`src/rtl/jedt_pkg.sv`:
```
// Shared types, constants and arithmetic helpers of the joystick event table.
// Used by the channel interfaces, the top level and the checker.
package jedt_pkg;

  localparam int AXIS_SLOTS   = 64;
  localparam int BUTTON_SLOTS = 128;

  localparam int AXIS_AW   = (AXIS_SLOTS > 1) ? $clog2(AXIS_SLOTS) : 1;
  localparam int BUTTON_AW = (BUTTON_SLOTS > 1) ? $clog2(BUTTON_SLOTS) : 1;

  localparam int AXIS_CNT_W   = $clog2(AXIS_SLOTS + 1);
  localparam int BUTTON_CNT_W = $clog2(BUTTON_SLOTS + 1);

  localparam int AXIS_COUNT_FW   = 7;
  localparam int BUTTON_COUNT_FW = 8;

  localparam int DEAD_BAND_W = 15;
  localparam int GAIN_W      = 32;
  localparam int CFG_DATA_W  = 32;
  localparam int CFG_INDEX_W = 1;

  localparam logic [7:0] TYPE_BUTTON = 8'h01;
  localparam logic [7:0] TYPE_AXIS   = 8'h02;
  localparam logic [7:0] TYPE_INIT   = 8'h80;

  localparam logic [DEAD_BAND_W-1:0] DEAD_BAND_RESET = '0;
  localparam logic [GAIN_W-1:0]      GAIN_RESET      = 32'd65538;

  typedef enum logic [0:0] {
    OP_EVENT = 1'b0,
    OP_READ  = 1'b1
  } op_t;

  typedef enum logic [1:0] {
    ST_DONE         = 2'd0,
    ST_BAD_LENGTH   = 2'd1,
    ST_UNKNOWN_TYPE = 2'd2,
    ST_BEYOND_STORE = 2'd3
  } status_t;

  typedef enum logic [CFG_INDEX_W-1:0] {
    CFG_DEAD_BAND = 1'b0,
    CFG_GAIN      = 1'b1
  } cfg_index_t;

  // remove the deadzone band, shifting the outer ranges toward zero
  function automatic logic signed [16:0] deadzone(logic signed [15:0] raw,
                                                  logic [DEAD_BAND_W-1:0] band);
    logic signed [16:0] r;
    logic signed [16:0] b;
    r = 17'(raw);
    b = signed'({2'b00, band});
    if (r > b) begin
      return r - b;
    end else if (r < -b) begin
      return r + b;
    end else begin
      return '0;
    end
  endfunction

  function automatic logic signed [15:0] sat16(logic signed [33:0] x);
    if (x > 34'sd32767) begin
      return 16'sh7fff;
    end else if (x < -34'sd32768) begin
      return 16'sh8000;
    end else begin
      return x[15:0];
    end
  endfunction

endpackage

```
`src/rtl/jedt_channels.sv`:
```
// Valid/ready channel interfaces: event input, result output, register writes.
// Depends on jedt_pkg for field widths.
interface jedt_event_if;
  logic               valid;
  logic               ready;
  logic [0:0]         operation;
  logic               frame_ok;
  logic [7:0]         event_type;
  logic [7:0]         index;
  logic signed [15:0] raw_value;

  modport source (output valid, operation, frame_ok, event_type, index, raw_value,
                  input ready);
  modport sink (input valid, operation, frame_ok, event_type, index, raw_value,
                output ready);
endinterface

interface jedt_result_if;
  logic                                   valid;
  logic                                   ready;
  logic [1:0]                             status;
  logic signed [15:0]                     axis_value;
  logic                                   button_value;
  logic [jedt_pkg::AXIS_COUNT_FW-1:0]     axis_count;
  logic [jedt_pkg::BUTTON_COUNT_FW-1:0]   button_count;

  modport source (output valid, status, axis_value, button_value, axis_count,
                  button_count, input ready);
  modport sink (input valid, status, axis_value, button_value, axis_count,
                button_count, output ready);
endinterface

interface jedt_cfg_if;
  logic                             valid;
  logic                             ready;
  logic [jedt_pkg::CFG_INDEX_W-1:0] index;
  logic [jedt_pkg::CFG_DATA_W-1:0]  data;

  modport source (output valid, index, data, input ready);
  modport sink (input valid, index, data, output ready);
endinterface

```
`src/rtl/joystick_event_deadzone_table.sv`:
```
// Joystick event table: deadzone scaling of axis events, button states, reads.
// Depends on jedt_pkg, jedt_channels (interfaces) and jedt_ram.
//
// Usage:
//   events  - input transactions: a joystick event (operation 0) updates the
//             button or axis store at index; a read request (operation 1)
//             only looks up index. Every transaction yields one result.
//   results - status, the stored axis and button values at index after any
//             update (0 at or beyond the respective count), and both counts.
//   cfg     - register writes: index 0 dead_band, index 1 gain. Write only
//             while no transaction is in flight. ready is always high.
//   Path: a transaction accepted on events passes the input register,
//             the multiply register and the result register to results.
//   Throughput: one transaction per cycle while results.ready is high; the
//             single 17x33 multiply and the registered store read set a three-stage pipeline.
//   Reset (rst, synchronous): clears both stores through per-entry written
//             flags, both counts, and restores dead_band 0, gain 65538.
//   Stall: with results.ready low the result register holds; the stages
//             behind it fill, and events.ready drops once all three hold
//             a transaction.
module joystick_event_deadzone_table (
  input  logic                  clk,
  input  logic                  rst,
  jedt_event_if.sink            events,
  jedt_result_if.source         results,
  jedt_cfg_if.sink              cfg
);

  localparam int AAW = jedt_pkg::AXIS_AW;
  localparam int BAW = jedt_pkg::BUTTON_AW;
  localparam int ACW = jedt_pkg::AXIS_CNT_W;
  localparam int BCW = jedt_pkg::BUTTON_CNT_W;

  // configuration
  logic [jedt_pkg::DEAD_BAND_W-1:0] dead_band;
  logic [jedt_pkg::GAIN_W-1:0]      gain;

  assign cfg.ready = 1'b1;

  always_ff @(posedge clk) begin
    if (rst) begin
      dead_band <= jedt_pkg::DEAD_BAND_RESET;
      gain      <= jedt_pkg::GAIN_RESET;
    end else if (cfg.valid) begin
      unique case (jedt_pkg::cfg_index_t'(cfg.index))
        jedt_pkg::CFG_DEAD_BAND: dead_band <= cfg.data[jedt_pkg::DEAD_BAND_W-1:0];
        jedt_pkg::CFG_GAIN:      gain      <= cfg.data[jedt_pkg::GAIN_W-1:0];
        default: ;
      endcase
    end
  end

  // pipeline flow
  logic a_valid, b_valid, o_valid;
  logic out_free, b_free, a_free;
  logic a_move, b_move;

  assign out_free     = !o_valid || results.ready;
  assign b_free       = !b_valid || out_free;
  assign a_free       = !a_valid || b_free;
  assign events.ready = a_free;
  assign a_move       = a_valid && b_free;
  assign b_move       = b_valid && out_free;

  // stage A: input register
  jedt_pkg::op_t      a_op;
  logic               a_ok;
  logic [7:0]         a_type;
  logic [7:0]         a_idx;
  logic signed [15:0] a_raw;

  always_ff @(posedge clk) begin
    if (rst) begin
      a_valid <= 1'b0;
    end else if (a_free) begin
      a_valid <= events.valid;
    end
  end

  always_ff @(posedge clk) begin
    if (events.valid && a_free) begin
      a_op   <= jedt_pkg::op_t'(events.operation);
      a_ok   <= events.frame_ok;
      a_type <= events.event_type;
      a_idx  <= events.index;
      a_raw  <= events.raw_value;
    end
  end

  // stage A: decode and multiply
  logic [7:0]           a_base;
  logic                 a_fits_axis, a_fits_button;
  jedt_pkg::status_t    a_status;
  logic                 a_wr_button, a_wr_axis, a_grow_axis;
  logic signed [16:0]   a_v;
  logic signed [32:0]   a_gain_s;
  logic signed [49:0]   a_prod;

  assign a_base        = a_type & ~jedt_pkg::TYPE_INIT;
  assign a_fits_axis   = {1'b0, a_idx} < 9'(jedt_pkg::AXIS_SLOTS);
  assign a_fits_button = {1'b0, a_idx} < 9'(jedt_pkg::BUTTON_SLOTS);

  always_comb begin
    a_status    = jedt_pkg::ST_DONE;
    a_wr_button = 1'b0;
    a_wr_axis   = 1'b0;
    a_grow_axis = 1'b0;
    if (a_op == jedt_pkg::OP_EVENT) begin
      priority if (!a_ok) begin
        a_status = jedt_pkg::ST_BAD_LENGTH;
      end else if (a_base == jedt_pkg::TYPE_BUTTON) begin
        if (!a_fits_button) begin
          a_status = jedt_pkg::ST_BEYOND_STORE;
        end else begin
          a_wr_button = 1'b1;
        end
      end else if (a_base == jedt_pkg::TYPE_AXIS) begin
        if (!a_fits_axis) begin
          a_status = jedt_pkg::ST_BEYOND_STORE;
        end else begin
          a_grow_axis = 1'b1;
          a_wr_axis   = (a_type & jedt_pkg::TYPE_INIT) == 8'h00;
        end
      end else begin
        a_status = jedt_pkg::ST_UNKNOWN_TYPE;
      end
    end
  end

  assign a_v      = jedt_pkg::deadzone(a_raw, dead_band);
  assign a_gain_s = signed'({1'b0, gain});
  assign a_prod   = a_v * a_gain_s;

  // stage B: registered product and decode
  jedt_pkg::status_t  b_status;
  logic [7:0]         b_idx;
  logic               b_wr_button, b_button_val, b_wr_axis, b_grow_axis;
  logic signed [49:0] b_prod;

  always_ff @(posedge clk) begin
    if (rst) begin
      b_valid <= 1'b0;
    end else if (b_free) begin
      b_valid <= a_valid;
    end
  end

  always_ff @(posedge clk) begin
    if (a_move) begin
      b_status     <= a_status;
      b_idx        <= a_idx;
      b_wr_button  <= a_wr_button;
      b_button_val <= a_raw != 16'sd0;
      b_wr_axis    <= a_wr_axis;
      b_grow_axis  <= a_grow_axis;
      b_prod       <= a_prod;
    end
  end

  // stores
  logic [AAW-1:0]     b_aidx;
  logic [BAW-1:0]     b_bidx;
  logic signed [49:0] b_neg;
  logic signed [15:0] b_q;
  logic               axis_we, button_we;
  logic [15:0]        axis_rdata;
  logic [0:0]         button_rdata;

  assign b_aidx    = b_idx[AAW-1:0];
  assign b_bidx    = b_idx[BAW-1:0];
  assign b_neg     = -b_prod;
  assign b_q       = jedt_pkg::sat16(b_neg[49:16]);
  assign axis_we   = b_move && b_wr_axis;
  assign button_we = b_move && b_wr_button;

  jedt_ram #(.WIDTH(16), .DEPTH(jedt_pkg::AXIS_SLOTS)) u_axis_ram (
    .clk   (clk),
    .we    (axis_we),
    .waddr (b_aidx),
    .wdata (b_q),
    .re    (a_move),
    .raddr (a_idx[AAW-1:0]),
    .rdata (axis_rdata)
  );

  jedt_ram #(.WIDTH(1), .DEPTH(jedt_pkg::BUTTON_SLOTS)) u_button_ram (
    .clk   (clk),
    .we    (button_we),
    .waddr (b_bidx),
    .wdata (b_button_val),
    .re    (a_move),
    .raddr (a_idx[BAW-1:0]),
    .rdata (button_rdata)
  );

  // written flags and last-write bypass
  logic [jedt_pkg::AXIS_SLOTS-1:0]   axis_written;
  logic [jedt_pkg::BUTTON_SLOTS-1:0] button_written;
  logic                              lw_axis_valid, lw_button_valid;
  logic [AAW-1:0]                    lw_axis_addr;
  logic [BAW-1:0]                    lw_button_addr;
  logic [15:0]                       lw_axis_data;
  logic                              lw_button_data;

  always_ff @(posedge clk) begin
    if (rst) begin
      axis_written    <= '0;
      button_written  <= '0;
      lw_axis_valid   <= 1'b0;
      lw_button_valid <= 1'b0;
    end else begin
      if (axis_we) begin
        axis_written[b_aidx] <= 1'b1;
        lw_axis_valid        <= 1'b1;
      end
      if (button_we) begin
        button_written[b_bidx] <= 1'b1;
        lw_button_valid        <= 1'b1;
      end
    end
  end

  always_ff @(posedge clk) begin
    if (axis_we) begin
      lw_axis_addr <= b_aidx;
      lw_axis_data <= b_q;
    end
    if (button_we) begin
      lw_button_addr <= b_bidx;
      lw_button_data <= b_button_val;
    end
  end

  // counts
  logic [ACW-1:0] axes_seen, axes_next;
  logic [BCW-1:0] buttons_seen, buttons_next;

  always_comb begin
    axes_next    = axes_seen;
    buttons_next = buttons_seen;
    if (b_grow_axis && ({1'b0, b_idx} >= 9'(axes_seen))) begin
      axes_next = ACW'({1'b0, b_idx} + 9'd1);
    end
    if (b_wr_button && ({1'b0, b_idx} >= 9'(buttons_seen))) begin
      buttons_next = BCW'({1'b0, b_idx} + 9'd1);
    end
  end

  always_ff @(posedge clk) begin
    if (rst) begin
      axes_seen    <= '0;
      buttons_seen <= '0;
    end else if (b_move) begin
      axes_seen    <= axes_next;
      buttons_seen <= buttons_next;
    end
  end

  // stage B: value lookup after update
  logic [15:0] axis_mem_val, axis_entry, axis_out;
  logic        button_mem_val, button_entry, button_out;

  always_comb begin
    axis_mem_val = (lw_axis_valid && lw_axis_addr == b_aidx) ? lw_axis_data : axis_rdata;
    button_mem_val = (lw_button_valid && lw_button_addr == b_bidx) ? lw_button_data
                                                                   : button_rdata[0];
    if (b_wr_axis) begin
      axis_entry = b_q;
    end else if (axis_written[b_aidx]) begin
      axis_entry = axis_mem_val;
    end else begin
      axis_entry = '0;
    end
    if (b_wr_button) begin
      button_entry = b_button_val;
    end else if (button_written[b_bidx]) begin
      button_entry = button_mem_val;
    end else begin
      button_entry = 1'b0;
    end
    axis_out   = ({1'b0, b_idx} < 9'(axes_next)) ? axis_entry : '0;
    button_out = ({1'b0, b_idx} < 9'(buttons_next)) ? button_entry : 1'b0;
  end

  // result register
  jedt_pkg::status_t                   o_status;
  logic [15:0]                         o_axis;
  logic                                o_button;
  logic [jedt_pkg::AXIS_COUNT_FW-1:0]  o_axis_count;
  logic [jedt_pkg::BUTTON_COUNT_FW-1:0] o_button_count;

  always_ff @(posedge clk) begin
    if (rst) begin
      o_valid <= 1'b0;
    end else if (out_free) begin
      o_valid <= b_valid;
    end
  end

  always_ff @(posedge clk) begin
    if (b_move) begin
      o_status       <= b_status;
      o_axis         <= axis_out;
      o_button       <= button_out;
      o_axis_count   <= jedt_pkg::AXIS_COUNT_FW'(axes_next);
      o_button_count <= jedt_pkg::BUTTON_COUNT_FW'(buttons_next);
    end
  end

  assign results.valid        = o_valid;
  assign results.status       = o_status;
  assign results.axis_value   = o_axis;
  assign results.button_value = o_button;
  assign results.axis_count   = o_axis_count;
  assign results.button_count = o_button_count;

endmodule

```
`src/rtl/jedt_ram.sv`:
```
// Generic single-write, single-read RAM with registered read data.
// No dependencies.
module jedt_ram #(
  parameter int WIDTH = 16,
  parameter int DEPTH = 64
) (
  input  logic                                         clk,
  input  logic                                         we,
  input  logic [((DEPTH > 1) ? $clog2(DEPTH) : 1)-1:0] waddr,
  input  logic [WIDTH-1:0]                             wdata,
  input  logic                                         re,
  input  logic [((DEPTH > 1) ? $clog2(DEPTH) : 1)-1:0] raddr,
  output logic [WIDTH-1:0]                             rdata
);

  logic [WIDTH-1:0] mem [DEPTH];

  always_ff @(posedge clk) begin
    if (we) begin
      mem[waddr] <= wdata;
    end
    if (re) begin
      rdata <= mem[raddr];
    end
  end

endmodule

```
`src/flat_wrapper.sv`:
```
// flat-port wrapper written by rule: the top's interface ports become plain ports
module joystick_event_deadzone_table_flat 
  (clk, rst, events_valid, events_operation, events_frame_ok, events_event_type, events_index, events_raw_value, events_ready, results_valid, results_status, results_axis_value, results_button_value, results_axis_count, results_button_count, results_ready, cfg_valid, cfg_index, cfg_data, cfg_ready);
  jedt_event_if events_i ();
  jedt_result_if results_i ();
  jedt_cfg_if cfg_i ();
  input  logic clk;
  input  logic rst;
  input wire logic [$bits(events_i.valid)-1:0] events_valid;
  input wire logic [$bits(events_i.operation)-1:0] events_operation;
  input wire logic [$bits(events_i.frame_ok)-1:0] events_frame_ok;
  input wire logic [$bits(events_i.event_type)-1:0] events_event_type;
  input wire logic [$bits(events_i.index)-1:0] events_index;
  input wire logic [$bits(events_i.raw_value)-1:0] events_raw_value;
  output wire logic [$bits(events_i.ready)-1:0] events_ready;
  output wire logic [$bits(results_i.valid)-1:0] results_valid;
  output wire logic [$bits(results_i.status)-1:0] results_status;
  output wire logic [$bits(results_i.axis_value)-1:0] results_axis_value;
  output wire logic [$bits(results_i.button_value)-1:0] results_button_value;
  output wire logic [$bits(results_i.axis_count)-1:0] results_axis_count;
  output wire logic [$bits(results_i.button_count)-1:0] results_button_count;
  input wire logic [$bits(results_i.ready)-1:0] results_ready;
  input wire logic [$bits(cfg_i.valid)-1:0] cfg_valid;
  input wire logic [$bits(cfg_i.index)-1:0] cfg_index;
  input wire logic [$bits(cfg_i.data)-1:0] cfg_data;
  output wire logic [$bits(cfg_i.ready)-1:0] cfg_ready;
  assign events_i.valid = events_valid;
  assign events_i.operation = events_operation;
  assign events_i.frame_ok = events_frame_ok;
  assign events_i.event_type = events_event_type;
  assign events_i.index = events_index;
  assign events_i.raw_value = events_raw_value;
  assign events_ready = events_i.ready;
  assign results_valid = results_i.valid;
  assign results_status = results_i.status;
  assign results_axis_value = results_i.axis_value;
  assign results_button_value = results_i.button_value;
  assign results_axis_count = results_i.axis_count;
  assign results_button_count = results_i.button_count;
  assign results_i.ready = results_ready;
  assign cfg_i.valid = cfg_valid;
  assign cfg_i.index = cfg_index;
  assign cfg_i.data = cfg_data;
  assign cfg_ready = cfg_i.ready;
  joystick_event_deadzone_table u_core (.clk(clk), .rst(rst), .events(events_i), .results(results_i), .cfg(cfg_i));
endmodule
```
`config.mk`:
```
export PLATFORM = sky130hd
export DESIGN_NAME = joystick_event_deadzone_table_flat
export DESIGN_NICKNAME = d
export VERILOG_FILES = /design/src/rtl/jedt_pkg.sv /design/src/rtl/jedt_channels.sv /design/src/rtl/joystick_event_deadzone_table.sv /design/src/rtl/jedt_ram.sv /design/src/flat_wrapper.sv
export SDC_FILE = /design/constraint.sdc
export NUM_CORES = 2
export LEC_CHECK = 0
export BUFFER_PORTS_ARGS = -buffer_cell sky130_fd_sc_hd__buf_2
export CORE_MARGIN = 8
export CORE_UTILIZATION = 60
export DETAILED_ROUTE_END_ITERATION = 8
export GPL_TIMING_DRIVEN = 0
export MAX_ROUTING_LAYER = met4
export PLACE_DENSITY_LB_ADDON = 0.3
export RECOVER_POWER = 25
export SYNTH_ARGS = -nofsm -noshare
export SYNTH_HDL_FRONTEND = slang
export SYNTH_HIERARCHICAL = 1
export SYNTH_SLANG_ARGS = --single-unit
```
`constraint.sdc`:
```
create_clock -name clk -period 15.95 [get_ports clk]
set_clock_uncertainty 0.05 [all_clocks]
set_input_delay 3.19 -clock clk [delete_from_list [all_inputs] [get_ports clk]]
set_output_delay 3.19 -clock clk [all_outputs]
set_load 0.02 [all_outputs]
```
==> impl_metrics.tcl <==
set metrics [dict create \
    fin_setup_tns_ns 0 \
    grt_max_degree 48 \
    synth-async-reset-ratio_pct 0 \
    syn_area_per_cell_um2 13.3 \
    status "finished, violations left" \
    drive_gt1_share_pct 12.8 \
    antenna_found_initial 5 \
    synth_edf_count 1331 \
    areaGrowthSynthToFinish_pct 11.4 \
    period_share_pct 80.4 \
    syn_inst 6314 \
    cts_resized 0 \
    ant_nets 0 \
    initial_core_util_pct 60.3 \
    numCtsBuffers 159 \
    ir_drop_v 0.000182 \
    cp_top_family "compound AO/OA/AOI/OAI gates" \
    die_area_um2 152000 \
    startpoint_type "flip-flop" \
    crit_buf_inv 5 \
    wl_met3_mm 29.4 \
    required_ns 16.43 \
    total_leakage_power_nw 33.9 \
    fin_util_pct 67.1 \
    drc_errors 0 \
    pin_count 109 \
    fp.dieH_um 390 \
    grt.total_usage_pct 34.4 \
    max_slew_margin_pct -167 \
    dr.pass1.iters 6 \
    p_per_area_nw_per_um2 134 \
    grt-ovfl-total 0 \
    clock-sinks 1590 \
    num_vias 56800 \
    cp_common_cell "fa_1" \
    clockRootBuffer "clkbuf_16" \
    ff2ff_setup_slack_ns 3.13 \
    ys.flop_type "edfxtp_1" \
    hold_class "flip-flop to flip-flop" \
    tightestPinTransition_ns 3.97 \
    synth-seq-area-share_pct 53.9 \
    io_buffer_count 106 \
    yosysUniqueCellTypes 94 \
    clockBufferDepth 3 \
    grt_pass1_wl_mm 375 \
    rsz0062_at_grt "no" \
    fillCellCount 9654 \
    post_cts_buffers 0 \
    holdBufCountCts 0 \
    routed_via_density 6.57 \
    die_w_um 390 \
    ys_warn_count 6 \
    grt_pass1_vias 56400 \
    htreeDepth 4 \
    fmax_mhz 78.0 \
    holdWs_ns 0.372 \
    core_area_um2 139000 \
    maxCapViolCount 13 \
    gp_congestion 1.05 \
    min_period_ns 12.82 \
    hold_viol 0 \
    drt-met1-wl_mm 93.4 \
    critPathSlowestCell "nor4_4" \
    dpl_worst_slack_ns 3.34 \
    finalSetupViolCount 0 \
    clk_pin_slew_ns 0.06 \
    arrival_ns 13.30 \
    violations "capacitance limit, slew limit" \
    syn_nets 7071 \
    drt_iter0_markers 7145 \
    crit_path_max_fanout 10 \
    nets 7408 \
    slew_viol_final 286 \
    clk_latency_ns 0.83 \
    wire_per_inst_um 29.6 \
    layout_setup_ws_ns 3.13 \
    routed_wl_mm 256 \
    synth-seq-cells 1590 \
    hpwl_mm 183 \
    cp-end-kind "flip-flop" \
    worstSetupPathType "flip-flop to flip-flop" \
    top_layer "met4" \
    dr_wl_met2_mm 117 \
    rows 137 \
    synth_area_um2 83800 \
    critPathMaxStageDelay_ns 0.65 \
    cts_tree "built" \
]
-- cells in the final DEF, fill, tap and decap left out, types with 52 or more instances in the layout --
| master | netlist | layout |
|---|---|---|
| edfxtp_1 | 1331 | 1331 |
| inv_1 | 540 | 540 |
| fa_1 | 451 | 451 |
| nor2_1 | 488 | 429 |
| clkbuf_1 | 264 | 352 |
| a21oi_1 | 334 | 334 |
| nand2_1 | 303 | 304 |
| nand3_1 | 273 | 273 |
| dfxtp_1 | 259 | 259 |
| mux4_2 | 249 | 249 |
| ha_1 | 234 | 234 |
| clkbuf_16 | 0 | 160 |
| and3_1 | 140 | 140 |
| buf_2 | 75 | 139 |
| mux2i_1 | 112 | 112 |
| a22oi_1 | 100 | 100 |
| and2_1 | 89 | 89 |
| o21ai_0 | 92 | 82 |
| nor2b_1 | 76 | 76 |
| nor2_2 | 3 | 62 |
| xnor2_1 | 60 | 60 |
| nand4_1 | 52 | 52 |
-- worst paths after layout --
| kind | from | endpoint | depth (start not counted) |
|---|---|---|---|
| max | u_core/dead_band[2] | u_core/b_prod[49] | 38 |
| min | u_core/b_status[1] | u_core/results.status[1] | 0 |
| max reg2reg | u_core/dead_band[2] | u_core/b_prod[49] | 38 |
| min reg2reg | u_core/b_status[1] | u_core/results.status[1] | 0 |
-- cells by family (layout without fill, tap and decap cells) --
group	after synthesis	in the layout	synth area share [%]
fa+ha+maj	685	685	14.3
buf+inv	963	1425	4.82
other cells	1	5	0.00448
mux	408	408	8.86
xor+xnor	91	91	0.952
compound gates	962	962	7.77
flops	1590	1590	53.9
simple gates	1614	1614	9.41
-- cell type report --
cell class / count / area (um^2) / share of cell area [%]
well taps: 1876 / 2350 / 2.52
plain buffers: 422 / 2000 / 2.14
clock inverters: 80 / 1050 / 1.13
flip-flops and latches: 1590 / 45200 / 48.4
inverters: 541 / 2030 / 2.18
repair buffers: 176 / 1650 / 1.77
clock buffers: 206 / 4270 / 4.57
multi-input cells: 3761 / 34800 / 37.3
diodes: 4 / 10.0 / 0.0107
-- state kept, by name, indices dropped and copies added, names as in the netlist, 15 cells and up --
name / flops
u_core/u_axis_ram/mem: 1024
u_core/button_written: 128
u_core/u_button_ram/mem: 128
u_core/axis_written: 64
u_core/b_prod: 50
u_core/gain: 32
u_core/a_raw: 16
u_core/lw_axis_data: 16
u_core/results.axis_value: 16
u_core/u_axis_ram/rdata: 16
u_core/dead_band: 15
-- layer usage --
metal	vias up	track usage (%)
met5	-	-
met4	0	17.7
met3	798	9.10
met2	3793	51.8
met1	28600	43.4
li1	23600	-
-- Yosys cell counts, types with 41 or more instances --
| library cell | n | area, um^2 |
|---|---|---|
| edfxtp_1 | 1331 | 40000 |
| inv_1 | 540 | 2030 |
| nor2_1 | 488 | 1830 |
| fa_1 | 451 | 9030 |
| a21oi_1 | 334 | 1670 |
| nand2_1 | 303 | 1140 |
| nand3_1 | 273 | 1370 |
| clkbuf_1 | 264 | 991 |
| dfxtp_1 | 259 | 5180 |
| mux4_2 | 249 | 5610 |
| ha_1 | 234 | 2930 |
| and3_1 | 140 | 876 |
| mux2i_1 | 112 | 1120 |
| a22oi_1 | 100 | 751 |
| o21ai_0 | 92 | 460 |
| and2_1 | 89 | 557 |
| nor2b_1 | 76 | 475 |
| buf_2 | 75 | 375 |
| xnor2_1 | 60 | 526 |
| nand4_1 | 52 | 325 |
| nor3_1 | 50 | 250 |
| a21o_1 | 48 | 360 |
| a31oi_1 | 48 | 300 |
| nand2b_1 | 41 | 257 |
-- worst reg2reg max path, delay by kind of cell (launching register included) --
| family | cells | cell delay [ns] |
|---|---|---|
| compound gates | 14 | 4.17 |
| xor+xnor | 1 | 0.13 |
| fa+ha+maj | 8 | 3.80 |
| buf+inv | 5 | 1.14 |
| flops | 1 | 0.41 |
| simple gates | 10 | 2.84 |
-- where the power goes --
group	internal (mW)	switching, mW	leakage (nW)
logic	1.37	2.50	17.4
registers	4.80	0.0735	13.9
clock network	2.17	1.63	2.57
-- metrics by stage --
stage | power, mW | cell area, um^2 | instances
6_report | 12.5 | 93300 | 8656
5_1_grt | 13.0 | 93300 | 8656
4_1_cts | 12.5 | 93700 | 8652
3_5_place_dp | 8.66 | 88300 | 8366
3_3_place_gp | 8.62 | 86600 | 8296
2_1_floorplan | 7.32 | 83800 | 6314
Note: power is estimated with default switching activity, not from simulation.
